--- src/rtl/prep_pkg.sv ---
// ----------------------------------------------------------------------------
// prep_pkg
// Shared codes and widths for the passive reply endpoint parser.
// ----------------------------------------------------------------------------
`default_nettype none

package prep_pkg;

	// result error codes
	localparam logic [2:0] ERR_OK        = 3'd0;
	localparam logic [2:0] ERR_NO_OPEN   = 3'd1;
	localparam logic [2:0] ERR_NO_CLOSE  = 3'd2;
	localparam logic [2:0] ERR_BAD_FIELD = 3'd3;
	localparam logic [2:0] ERR_OVER_MAX  = 3'd4;
	localparam logic [2:0] ERR_COUNT     = 3'd5;

	// parse phase codes
	localparam logic [1:0] PH_BEFORE = 2'd0;
	localparam logic [1:0] PH_INSIDE = 2'd1;
	localparam logic [1:0] PH_AFTER  = 2'd2;

	// field mode codes
	localparam logic [1:0] FM_EMPTY  = 2'd0;
	localparam logic [1:0] FM_SPACE  = 2'd1;
	localparam logic [1:0] FM_DIGITS = 2'd2;

	// limits
	localparam logic [8:0] MAX_OCTET   = 9'd255;
	localparam logic [8:0] SAT_VALUE   = 9'd256;
	localparam logic [2:0] FIELD_COUNT = 3'd6;

	// characters
	localparam logic [7:0] CH_OPEN  = 8'h28;
	localparam logic [7:0] CH_CLOSE = 8'h29;
	localparam logic [7:0] CH_COMMA = 8'h2C;
	localparam logic [7:0] CH_ZERO  = 8'h30;
	localparam logic [7:0] CH_NINE  = 8'h39;
	localparam logic [7:0] CH_SPACE = 8'h20;
	localparam logic [7:0] CH_TAB   = 8'h09;
	localparam logic [7:0] CH_CR    = 8'h0D;

endpackage

`default_nettype wire

--- src/rtl/passive_reply_endpoint_parser_unit.sv ---
// An accepted byte is held in the input register and parsed from there; when it
// is the last byte of a reply, the output register loads its result as that
// byte leaves the input register.
// Throughput: one byte per cycle; the input register stalls only while a
// finished result waits in the output register and another reply ends.
// Reset: arst_n clears the parse state and both valid flags at once.
// ----------------------------------------------------------------------------
// passive_reply_endpoint_parser_unit
// Parses a passive-mode reply byte stream into address, port and error code.
// ----------------------------------------------------------------------------
`default_nettype none

module passive_reply_endpoint_parser_unit
	import prep_pkg::*;
(
	input  wire logic        clk,
	input  wire logic        arst_n,
	input  wire logic        item_valid,
	output logic             item_ready,
	input  wire logic [7:0]  char_byte,
	input  wire logic        last_byte,
	output logic             result_valid,
	input  wire logic        result_ready,
	output logic [31:0]      address,
	output logic [15:0]      port_number,
	output logic [2:0]       status_code
);

	// input stage
	logic        valid_s1;
	logic [7:0]  char_s1;
	logic        last_s1;

	// parse state
	logic [1:0]  phase_q;
	logic [8:0]  value_q;
	logic [1:0]  mode_q;
	logic [2:0]  done_q;
	logic [2:0]  fault_q;
	logic [47:0] asm_q;

	// next parse state
	logic [1:0]  phase_d;
	logic [8:0]  value_d;
	logic [1:0]  mode_d;
	logic [2:0]  done_d;
	logic [2:0]  fault_d;
	logic [47:0] asm_d;
	logic [2:0]  code_d;

	logic        advance;
	logic        is_digit;
	logic        is_space;
	logic [12:0] value_mul;
	logic        taking;

	// the stage moves unless a reply ends while the output beat is held
	assign advance    = valid_s1 && !(last_s1 && result_valid && !result_ready);
	assign item_ready = !valid_s1 || advance;

	// input register
	always_ff @(posedge clk or negedge arst_n) begin
		if (!arst_n) begin
			valid_s1 <= 1'b0;
		end else if (item_ready) begin
			valid_s1 <= item_valid;
		end
	end

	always_ff @(posedge clk) begin
		if (item_ready && item_valid) begin
			char_s1 <= char_byte;
			last_s1 <= last_byte;
		end
	end

	// character classes and times-ten accumulate
	assign is_digit  = (char_s1 >= CH_ZERO) && (char_s1 <= CH_NINE);
	assign is_space  = (char_s1 == CH_SPACE) || ((char_s1 >= CH_TAB) && (char_s1 <= CH_CR));
	assign value_mul = {1'b0, value_q, 3'b000} + {3'b000, value_q, 1'b0}
		+ {5'd0, char_s1 - CH_ZERO};
	assign taking    = (fault_q == ERR_OK) && (done_q < FIELD_COUNT);

	// parse one byte
	always_comb begin
		phase_d = phase_q;
		value_d = value_q;
		mode_d  = mode_q;
		done_d  = done_q;
		fault_d = fault_q;
		asm_d   = asm_q;
		case (phase_q)
			PH_BEFORE: begin
				if (char_s1 == CH_OPEN) begin
					phase_d = PH_INSIDE;
				end
			end
			PH_INSIDE: begin
				if (char_s1 == CH_CLOSE || (taking && char_s1 == CH_COMMA)) begin
					if (char_s1 == CH_CLOSE) begin
						phase_d = PH_AFTER;
					end
					// close the current field
					if (taking) begin
						if (mode_q == FM_DIGITS) begin
							if (value_q > MAX_OCTET) begin
								fault_d = ERR_OVER_MAX;
							end else begin
								asm_d  = {asm_q[39:0], value_q[7:0]};
								done_d = done_q + 3'd1;
							end
						end else if (mode_q == FM_SPACE || char_s1 == CH_COMMA) begin
							fault_d = ERR_BAD_FIELD;
						end
						value_d = '0;
						mode_d  = FM_EMPTY;
					end
				end else if (taking) begin
					if (is_digit) begin
						value_d = (value_mul > 13'(MAX_OCTET)) ? SAT_VALUE : value_mul[8:0];
						mode_d  = FM_DIGITS;
					end else if (is_space && mode_q != FM_DIGITS) begin
						mode_d = FM_SPACE;
					end else begin
						fault_d = ERR_BAD_FIELD;
					end
				end
			end
			default: begin
			end
		endcase
	end

	// reply verdict in priority order
	always_comb begin
		if (phase_d == PH_BEFORE) begin
			code_d = ERR_NO_OPEN;
		end else if (phase_d == PH_INSIDE) begin
			code_d = ERR_NO_CLOSE;
		end else if (fault_d != ERR_OK) begin
			code_d = fault_d;
		end else if (done_d != FIELD_COUNT) begin
			code_d = ERR_COUNT;
		end else begin
			code_d = ERR_OK;
		end
	end

	// parse state registers, cleared at the end of each reply
	always_ff @(posedge clk or negedge arst_n) begin
		if (!arst_n) begin
			phase_q <= PH_BEFORE;
			value_q <= '0;
			mode_q  <= FM_EMPTY;
			done_q  <= '0;
			fault_q <= ERR_OK;
			asm_q   <= '0;
		end else if (advance) begin
			if (last_s1) begin
				phase_q <= PH_BEFORE;
				value_q <= '0;
				mode_q  <= FM_EMPTY;
				done_q  <= '0;
				fault_q <= ERR_OK;
				asm_q   <= '0;
			end else begin
				phase_q <= phase_d;
				value_q <= value_d;
				mode_q  <= mode_d;
				done_q  <= done_d;
				fault_q <= fault_d;
				asm_q   <= asm_d;
			end
		end
	end

	// output beat valid
	always_ff @(posedge clk or negedge arst_n) begin
		if (!arst_n) begin
			result_valid <= 1'b0;
		end else if (advance && last_s1) begin
			result_valid <= 1'b1;
		end else if (result_ready) begin
			result_valid <= 1'b0;
		end
	end

	// output beat payload
	always_ff @(posedge clk) begin
		if (advance && last_s1) begin
			status_code <= code_d;
			if (code_d == ERR_OK) begin
				address     <= asm_d[47:16];
				port_number <= asm_d[15:0];
			end else begin
				address     <= '0;
				port_number <= '0;
			end
		end
	end

endmodule

`default_nettype wire

--- config.mk ---
export PLATFORM = sky130hd
export DESIGN_NAME = passive_reply_endpoint_parser_unit
export DESIGN_NICKNAME = d
export VERILOG_FILES = /design/src/rtl/prep_pkg.sv /design/src/rtl/passive_reply_endpoint_parser_unit.sv
export SDC_FILE = /design/constraint.sdc
export NUM_CORES = 1
export LEC_CHECK = 0
export ABC_AREA = 0
export BUFFER_PORTS_ARGS = -buffer_cell sky130_fd_sc_hd__buf_2
export CORE_MARGIN = 2
export CORE_UTILIZATION = 40
export CTS_CLUSTER_DIAMETER = 40
export DETAILED_ROUTE_END_ITERATION = 10
export PLACE_DENSITY = 0.57
export SYNTH_ARGS = -nofsm -noshare
export SYNTH_HDL_FRONTEND = slang
export SYNTH_SLANG_ARGS = --single-unit
--- constraint.sdc ---
create_clock -name clk -period 4.1 [get_ports clk]
set_input_delay 0.82 -clock clk [delete_from_list [all_inputs] [get_ports clk]]
set_output_delay 0.82 -clock clk [all_outputs]
set_load 0.03 [all_outputs]
==> run metrics <==
Die Span X=between 100 and 150 um; Hold Crit Depth=1; wire per inst=between 15 and 20 um; Nets=about 630; Mapped Area=between 6000 and 7000 sq um; Hold-fix buffers, CTS=0; Worst Setup Start Kind=flop; clock skew=slightly above 7 ps; Port Buffers=65; Die ar.=about 16000 sq um; Post-synth EDFFs=60; DRC Markers=0; vias in the first global route=4278; YS warnings=0; met2 routed WL=6210 um; CP startpoint=char_s1[5]$_DFFE_PP_; FP Rows=45; final setup margin=543 ps; Worst VDD drop=approximately 290 uV; setup TNS=0 ps; I/O pin count=66; worst reg2reg path endpoint=value_q[7]$_DFFE_PN0P_; Synth Area per Inst=approximately 12 sq um; worst-path maximum fanout=8; initial antenna violation count=0; Overall Global Routing Usage=17.3%; minimum hold slack=slightly above 500 ps; Max-slew headroom=around 24%; worst path cell trace=ha_1 -> xnor2_1 -> fa_1 -> ha_1 -> and2_1 -> a221oi_1 -> a21o_1 -> a41oi_1 -> nor4_2 -> a22o_1; pre-CTS setup slack=just under 600 ps; final count of pins violating max slew=0; CP endpoint=value_q[7]$_DFFE_PN0P_; Power Dens Cells=437 nW/um^2; TritonCTS clock tree=yes; commonest non-fill, non-tap cell in the layout=nand2_1; drt first pass iters=4; slowest stage delay, CP=roughly 620 ps; maximum clock path buffer count=2; Final Util=48.2%; Num Clock Sinks=roughly 130; status=completed; fmax=roughly 0.28 GHz; Max-cap violations=0; Clk Latency, worst-skew pair=between 400 and 500 ps; share of layout cells above drive strength 1=~22%; fillers=between 1000 and 1500; Yosys cell types=57; Min-Delay Path Class=flop to flop; Post-CTS Resized=0; commonest cells after routing, fill and taps aside=nand2_1 (107), dfrtp_1 (69), buf_2 (65); area delta synth->final=19.0%; synthesized net count=roughly 570; sequential element share of the synthesized area=between 50% and 60%; area leader, netlist=edfxtp_1; Seq cells post-synth=129; RSZ-0062 raised after global routing=false; Most common cell on crit path=ha_1; global-route wire length before repair=about 22000 um; largest net degree at the start of global routing=51; Crit. End Element=flop; R2R cell count=10; half-perimeter wire length after placement=between 8000 and 9000 um; Hold Vio Cnt, Final=0; Num CTS Buffers=17; Post-Synthesis Cells=between 500 and 600; setup bufs post-CTS=0; register clock-pin slew on the reported worst setup and hold paths=about 60 ps; Final Wtd Congestion=0.818; most common flop cell mapped by yosys=dfrtp_1; htree depth=4; flop-to-flop setup slack=540 ps; Final Cycle Share=86.8%; routed wl met3=624 um; routed vias=roughly 4300; core footprint=roughly 15000 sq um; Final setup viols=0; GRT Residual Overflow=0; met1 WL=just under 6000 um; min cycle time layout=between 3000 and 4000 ps; Worst Max-Slew Pin Slew=1130 ps; slowest CP cell=nor4_2; Top Layer Used=met4; effective utilization at floorplan=between 40% and 50%; Routed Antenna Nets=0; # diodes=0; Crit path required time=roughly 4500 ps; leakage=3.01 nW; data arrival time of the worst path=3920 ps; post-synth top area share=29.5%; async set-reset flop share out of synthesis=a little over half; total wire length=13100 um; leading post-synthesis cells by cell area=edfxtp_1 (29%), dfrtp_1 (28%), a22o_1 (8.3%); Die H=128 um; WS Path Type=flop to flop; initial drt markers=300; CTS root buf=clkbuf_16; FF-to-FF Start=char_s1[5]$_DFFE_PP_; vias per cell=~5.4
-- stage by stage --
stage	power, mW	instances	cell area, sq um
2_1_floorplan	1.50	528	6110
3_3_place_gp	1.56	761	6630
3_5_place_dp	1.56	761	6630
4_1_cts	3.21	793	7270
5_1_grt	3.27	793	7270
6_report	3.18	793	7270
-- layer usage --
layer	up-vias	global-route usage, %
li1	2078	-
met1	2089	22.7
met2	120	26.9
met3	29	4.52
met4	0	8.27
met5	-	0
-- state kept, by name, indices dropped and copies added, names as in the netlist, 3 cells and up --
signal / count
address: 32
asm_q: 48
char_s1: 8
done_q: 3
fault_q: 3
port_number: 16
status_code: 3
value_q: 9
-- synth_stat cells, drive strengths merged, types with 2 or more instances --
cell and count:
a211oi 3, a21o 4, a21oi 57, a22o 58, a31oi 2, a41oi 2
and2 7, buf 6, clkbuf 22, dfrtp 69, edfxtp 60, fa 6
ha 18, inv 10, nand2 108, nand2b 4, nand3 4, nand3b 2
nand4 2, nor2 13, nor2b 7, nor3 8, nor4 3, o211ai 2
o21a 6, o21ai 12, o21bai 2, o221ai 2, o22a 2, o22ai 2
xnor2 5, xor2 2
-- report_power, final --
part | switching, mW | leakage (nW) | internal [mW]
combinational | 0.0996 | 1.11 | 0.0405
sequential | 0.0163 | 1.60 | 1.38
clock | 0.570 | 0.300 | 1.07
total | 0.686 | 3.01 | 2.49
-- worst min path at each step --
stage                                from                     to
floorplan           asm_q[47]$_DFFE_PN0P_  asm_q[47]$_DFFE_PN0P_
global placement    asm_q[47]$_DFFE_PN0P_  asm_q[47]$_DFFE_PN0P_
detailed placement  asm_q[47]$_DFFE_PN0P_  asm_q[47]$_DFFE_PN0P_
CTS                 asm_q[47]$_DFFE_PN0P_  asm_q[47]$_DFFE_PN0P_
global route        asm_q[43]$_DFFE_PN0P_  asm_q[43]$_DFFE_PN0P_
finish              asm_q[43]$_DFFE_PN0P_  asm_q[43]$_DFFE_PN0P_
-- cell families after synthesis --
family | after synthesis | synth area share [%]
AOI/OAI and AO/OA | 165 | 20.6
and+or+nand+nor | 164 | 12.2
DFF | 129 | 57.7
buffers and inverters | 38 | 2.64
adders and majority gates | 24 | 5.65
xor gates and xnor gates | 7 | 1.00
muxes | 1 | 0.184
-- final cells by class --
type	instances	area (sq um)	area share, %
inverters	10	37.5	0.516
multi-input cells	361	2450	33.6
well taps	188	235	3.23
clock inverters	15	215	2.96
flip-flops and latches	129	3530	48.5
clock buffers	17	425	5.85
repair buffers	73	385	5.30
-- worst max-delay path, delay by kind of cell, from the launching register on --
kind	cells	cell delay, ps
AOI/OAI and AO/OA	4	1010
DFF	1	450
adders and majority gates	3	1060
and+or+nand+nor	2	790
xor gates and xnor gates	1	190
Note: power is estimated with default switching activity, not from simulation.
